==> src/rtl/assert_macros.svh <==
// Assertion macros shared by the RTL that carries concurrent checks.
// Depends on nothing; included by the top level of the evaluator.
`ifndef ASSERT_MACROS_SVH
`define ASSERT_MACROS_SVH

// Plain property, sampled on the rising clock, off during reset.
`define BPE_ASSERT(label, clk, rst_n, prop, msg) \
    label: assert property (@(posedge clk) disable iff (!rst_n) (prop)) else $error(msg);

// Antecedent in one cycle implies consequent in the next cycle.
`define BPE_ASSERT_NEXT(label, clk, rst_n, ante, cons, msg) \
    label: assert property (@(posedge clk) disable iff (!rst_n) (ante) |=> (cons)) \
        else $error(msg);

`endif

==> src/rtl/bpe_pkg.sv <==
// Package of the Bezier point evaluator: sizes, item types, codes, cell control.
// Depends on nothing; used by bpe_cell and bezier_point_evaluator.
`default_nettype none

package bpe_pkg;

    localparam int MAX_POINTS  = 8;
    localparam int T_FRAC_BITS = 16;

    localparam int COORD_W   = 24;
    localparam int T_W       = T_FRAC_BITS + 1;
    localparam int PIDX_W    = 3;
    localparam int CNT_W     = 4;
    localparam int CNT_EFF_W = $clog2(MAX_POINTS + 1);
    localparam int RND_W     = $clog2(MAX_POINTS);
    localparam int PROD_W    = COORD_W + 1 + T_W + 1;

    localparam logic [CNT_W-1:0] COUNT_RESET = CNT_W'(4);
    localparam logic [T_W-1:0]   T_ONE       = T_W'(1) << T_FRAC_BITS;

    localparam logic KIND_LOAD = 1'b0;
    localparam logic KIND_EVAL = 1'b1;

    typedef struct packed {
        logic                      kind;
        logic [PIDX_W-1:0]         point_index;
        logic signed [COORD_W-1:0] point_x;
        logic signed [COORD_W-1:0] point_y;
        logic [T_W-1:0]            t_value;
    } bpe_in_t;

    typedef struct packed {
        logic signed [COORD_W-1:0] curve_x;
        logic signed [COORD_W-1:0] curve_y;
    } bpe_out_t;

    // Broadcast to every cell of the chain.
    typedef struct packed {
        logic copy;   // working point <= control point
        logic mul;    // product <= (neighbor - own) * t
        logic add;    // working point <= own + product >>> T_FRAC_BITS
    } bpe_cell_ctl_t;

endpackage

`default_nettype wire

==> src/rtl/bpe_cell.sv <==
// One cell of the de Casteljau chain: a control point, a working point and products.
// Depends on bpe_pkg; instantiated MAX_POINTS times by bezier_point_evaluator.
`default_nettype none

module bpe_cell
    import bpe_pkg::*;
(
    input  wire                       clk,
    input  wire bpe_cell_ctl_t        ctl,
    input  wire                       wr_en,
    input  wire signed [COORD_W-1:0]  wr_x,
    input  wire signed [COORD_W-1:0]  wr_y,
    input  wire [T_W-1:0]             t,
    input  wire signed [COORD_W-1:0]  nbr_x,
    input  wire signed [COORD_W-1:0]  nbr_y,
    output logic signed [COORD_W-1:0] w_x,
    output logic signed [COORD_W-1:0] w_y
);

    logic signed [COORD_W-1:0] ctrl_x_reg, ctrl_x_next;
    logic signed [COORD_W-1:0] ctrl_y_reg, ctrl_y_next;
    logic signed [COORD_W-1:0] w_x_reg, w_x_next;
    logic signed [COORD_W-1:0] w_y_reg, w_y_next;
    logic signed [PROD_W-1:0]  prod_x_reg, prod_x_next;
    logic signed [PROD_W-1:0]  prod_y_reg, prod_y_next;

    logic signed [COORD_W:0]   diff_x, diff_y;
    logic signed [T_W:0]       t_s;
    logic signed [PROD_W-1:0]  shift_x, shift_y;

    always_comb
    begin
        t_s    = $signed({1'b0, t});
        diff_x = $signed({nbr_x[COORD_W-1], nbr_x}) - $signed({w_x_reg[COORD_W-1], w_x_reg});
        diff_y = $signed({nbr_y[COORD_W-1], nbr_y}) - $signed({w_y_reg[COORD_W-1], w_y_reg});
        shift_x = prod_x_reg >>> T_FRAC_BITS;
        shift_y = prod_y_reg >>> T_FRAC_BITS;

        ctrl_x_next = wr_en ? wr_x : ctrl_x_reg;
        ctrl_y_next = wr_en ? wr_y : ctrl_y_reg;

        prod_x_next = ctl.mul ? PROD_W'(diff_x * t_s) : prod_x_reg;
        prod_y_next = ctl.mul ? PROD_W'(diff_y * t_s) : prod_y_reg;

        // The interpolant stays between its two ends, so COORD_W bits hold it.
        priority if (ctl.copy)
        begin
            w_x_next = ctrl_x_reg;
            w_y_next = ctrl_y_reg;
        end
        else if (ctl.add)
        begin
            w_x_next = w_x_reg + shift_x[COORD_W-1:0];
            w_y_next = w_y_reg + shift_y[COORD_W-1:0];
        end
        else
        begin
            w_x_next = w_x_reg;
            w_y_next = w_y_reg;
        end
    end

    always_ff @(posedge clk)
    begin
        ctrl_x_reg <= ctrl_x_next;
        ctrl_y_reg <= ctrl_y_next;
        w_x_reg    <= w_x_next;
        w_y_reg    <= w_y_next;
        prod_x_reg <= prod_x_next;
        prod_y_reg <= prod_y_next;
    end

    assign w_x = w_x_reg;
    assign w_y = w_y_reg;

endmodule

`default_nettype wire
==> config.mk <==
export PLATFORM = sky130hd
export DESIGN_NAME = bpe_cell
export DESIGN_NICKNAME = d
export VERILOG_FILES = /design/src/rtl/assert_macros.svh /design/src/rtl/bpe_pkg.sv /design/src/rtl/bpe_cell.sv
export SDC_FILE = /design/constraint.sdc
export NUM_CORES = 2
export LEC_CHECK = 0
export BUFFER_PORTS_ARGS = -buffer_cell sky130_fd_sc_hd__buf_2
export CORE_MARGIN = 2
export CORE_UTILIZATION = 45
export DETAILED_ROUTE_END_ITERATION = 10
export MAX_ROUTING_LAYER = met4
export SETUP_SLACK_MARGIN = 0.1
export SLEW_MARGIN = 20
export SYNTH_ARGS = -nofsm -noshare
export SYNTH_HDL_FRONTEND = slang
export SYNTH_SLANG_ARGS = --single-unit
==> constraint.sdc <==
create_clock -name clk -period 21.2 [get_ports clk]
set_input_delay 2.12 -clock clk [delete_from_list [all_inputs] [get_ports clk]]
set_output_delay 2.12 -clock clk [all_outputs]
set_load 0.01 [all_outputs]
**After elaboration in Yosys (flattened, before gate mapping)**

Index checks and enable logic that the tools add are counted.

- Register bits after elaboration: 176
- Input bits: 118
- Output and inout port bits: 48
- Logic and storage cells: 17

- Add/subtract/negate cells: 4
- Multiply operators: 2
- Mux-type cells: 4
- Reductions and logical operators: 1

Operator list:

| kind | count |
|---|---|
| $mux W24 | 4 |
| $mul A25 B18 Y40 | 2 |
| $sub A24 B24 Y25 | 2 |
| $add A24 B24 Y24 | 2 |
| $reduce_bool A2 Y1 | 1 |

**Longest topological paths before layout**

- Word-level depth: 3
- Gate-level depth with buffers: 35
- Gate-level depth less buffers: 35

**Least setup slack after synthesis**

OpenSTA, ideal clock, no wires.

- Path type: input -> register
- Start: input nbr_x[0]
- End: register prod_x_reg[39] (data pin)
- Library setup time: 268 ps
- Arrival: 10055 ps
- Data required time: 20932 ps
- Setup slack: 10878 ps
- Stages on the path: 32
- Buffers on the path: 1
- Cells stage by stage: inv_1 -> ha_1 -> fa_1 -> nor2b_1 -> o31a_1 -> o211ai_1 -> a2111oi_0 -> o21ai_0 -> nand2b_1 -> a21oi_1 -> xnor2_1 -> clkbuf_1 -> and2_1 -> fa_1 -> inv_1 -> fa_1 -> fa_1 -> inv_1 -> fa_1 -> fa_1 -> inv_1 -> fa_1 -> inv_1 -> ha_1 -> a2111o_1 -> a221o_1 -> o41ai_4 -> a31oi_1 -> a21oi_2 -> nor2_1 -> a221oi_2 -> xnor3_1

- Longest elaborated chain between the ends: 2

RTL lines:

| what | line | RTL |
|---|---|---|
| from (decl) | bpe_cell.sv:14 | `input wire signed [COORD_W-1:0] nbr_x,` |
| $sub A24 B24 Y25 | bpe_cell.sv:34 | `diff_x = $signed({nbr_x[COORD_W-1], nbr_x}) - $signed({w_x_reg[COORD_W-1], w_x_reg});` |
| $mul A25 B18 Y40 | bpe_cell.sv:42 | `prod_x_next = ctl.mul ? PROD_W'(diff_x * t_s) : prod_x_reg;` |
| to (signal assigned) | bpe_cell.sv:69 | `prod_x_reg <= prod_x_next;` |
| to (decl) | bpe_cell.sv:24 | `logic signed [PROD_W-1:0] prod_x_reg, prod_x_next;` |

No other way between the ends.
A chain may end at the register's enable or synchronous reset.

**Worst setup path in the final report**

Ends and elaborated chain as after synthesis.

==> metrics.md <==
| Metric | Value |
|---|---|
| Max Buffers Root-to-Sink | 2 |
| Hold Crit Depth | 1 |
| Slew @ Worst Pin | 1040 ps |
| Sink Count | 144 |
| Die span in y | 294 um |
| CP delay by family, top | adder cells |
| Final core utilization | 0.486 |
| Post-Syn Instances | 4055 |
| Routed Wire Length | 94700 um |
| Clock Root Buffer | clkbuf_16 |
| CP most frequent cell | fa_1 |
| Hold Crit Class | reg -> reg |
| WL per Instance | 18.1 um |
| Post-CTS setup buffers | 0 |
| Post-synth top area share | 0.420 |
| Yosys cell types | 82 |
| Cell with the most instances after synthesis | inv_1 |
| Vias per cell | 5.07 |
| Count of final hold-check violations | 0 |
| All-Layer GR Usage | 0.238 |
| P&R area growth vs syn | 7.34% |
| Fmax | 91.5 MHz |
| IO buf count | 165 |
| Rel. slew slack | 0.303 |
| Arrival time worst endpoint | 11120 ps |
| Top cells by count, synth | inv_1 (1004), fa_1 (792), nand2_1 (488) |
| Syn nets | 5247 |
| Core area | 0.0833 mm^2 |
| Crit path kind | in -> reg |
| Worst-path clk slew | 70 ps |
| Largest net degree at the start of global routing | 55 |
| # IOs | 166 |
| Via count | 26589 |
| ANT nets after route | 0 |
| Register bit total from synthesis | 144 |
| Max cap viols | 0 |
| Worst-Skew Late Latency | 450 ps |
| Vias in the first global route | 28858 |
| Die width | 294 um |
| Post-synth top area cell | fa_1 |
| Worst setup SP type | input pin |
| CTS tree | done |
| Initial antenna violation count | 3 |
| Hold_buf cts | 0 |
| Crit Path Max Fanout | 17 |
| CP required | 21390 ps |
| R2R cell count | 31 |
| Gr ovfl total | 0 |
| Nets | 5342 |
| First-pass detailed-route iteration total | 5 |
| Sequential area share after synthesis | 0.115 |
| Num rows | 106 |
| CTS Buf Count | 17 |
| Unrepaired setup endpoints after global routing | false |
| Syn_area_per_cell | 9.30 um^2 |
| Post-synth EDFFs | 144 |
| CP max-delay cell | a2111oi_0 |
| Buf/Inv on CP | 7 |
| # DRC | 0 |
| Worst setup EP type | flop |
| Die area | 0.0861 mm^2 |
| Layout cells sized above 1 | 0.0735 |
| Skew final | 12.7 ps |
| Ys flop type | edfxtp_1 |
| Yosys Warn Count | 0 |
| Setup TNS | 0 ps |
| Fin crit share | 0.515 |
| Worst path max stage delay | 820 ps |
| First-pass GRT wire length | 155000 um |
| Status | finished clean |
| GPL Wtd Cong | 0.900 |
| Synth Cell Area | 0.0377 mm^2 |
| H-tree depth | 4 |
| Post-synth ARST share | 0 |
| Post-cts resize count | 0 |
| Stages on worst setup path | 33 |
| DR iter-0 viols | 1091 |
| Top post-synthesis cells by area | fa_1 (42%), edfxtp_1 (11%), inv_1 (10%), ha_1 (9.4%), and2_1 (5.9%) |
| DPL Wire Length | 75100 um |
| Setup violators final | 0 |
| Tmin final | 10920 ps |
| Initial Util | 0.453 |
| Slew Limit Fails | 0 |
==> stage by stage <==
step,cells,setup slack [ps],hold WS (ps),area [um^2]
finish,5245,10280,521,40500
global route,5243,9630,549,40500
CTS,5243,10270,520,40500
detailed placement,5211,9830,514,39900
global placement,5211,9920,510,39900
floorplan,4055,10880,493,37700
==> path summary, 6_finish.rpt <==
kind	startpoint	end	slack (ps)
hold / removal	ctrl_y_reg[4]$_DFFE_PP_	w_y[4]$_DFFE_PP_	520
setup / recovery	nbr_x[0]	prod_x_reg[39]$_DFFE_PP_	10280
setup reg to reg	w_x[1]$_DFFE_PP_	prod_x_reg[39]$_DFFE_PP_	11530
hold reg to reg	ctrl_y_reg[4]$_DFFE_PP_	w_y[4]$_DFFE_PP_	520
==> cell type report <==
class	count	area, um^2
fill	8034	42800
inverter	1004	3770
antenna	2	5.00
multi-input combinational	2757	29100
clock inverter	14	193
tap	1080	1350
sequential	144	4320
timing repair buffer	226	1290
clock buffer	18	429
==> placed cells by master, fill, tap and decap left out, types with 7 or more instances in the layout <==
cell	instances
a21o_1	46
nand2b_1	34
o21ai_0	78
a21oi_1	91
mux2_2	7
o21bai_1	18
buf_4	62
nor2b_1	57
xnor2_1	99
nor3_1	27
inv_1	1004
nand4_1	7
ha_1	282
edfxtp_1	144
o31ai_1	9
clkbuf_16	17
or3_1	9
and3_1	18
nor3b_1	13
nor2_1	96
fa_1	792
nand3_1	26
xor2_1	32
o211ai_1	11
o21a_1	31
buf_2	164
and2_1	356
nand2_1	488
a211oi_1	13
==> cells by family after synthesis <==
| group | after synthesis | share of synthesized area |
|---|---|---|
| AND/OR/NAND/NOR | 1159 | 0.153 |
| buffers and inverters | 1154 | 0.115 |
| adder cells (fa/ha/maj) | 1074 | 0.514 |
| AO/OA/AOI/OAI | 374 | 0.0669 |
| flip-flops | 144 | 0.115 |
| XOR/XNOR | 140 | 0.0332 |
| multiplexers | 10 | 0.00289 |
==> layer usage <==
layer | share of wire | global-route usage | vias up
met4 | 0.026 | 0.0612 | 0
met2 | 0.53 | 0.433 | 493
met5 | 0 | - | -
li1 | - | - | 12359
met3 | 0.032 | 0.0212 | 133
met1 | 0.41 | 0.284 | 13604
Power is left out: the tool's default activity adds up to more than one toggle a clock period on the data nets, which glitch-free logic cannot reach.
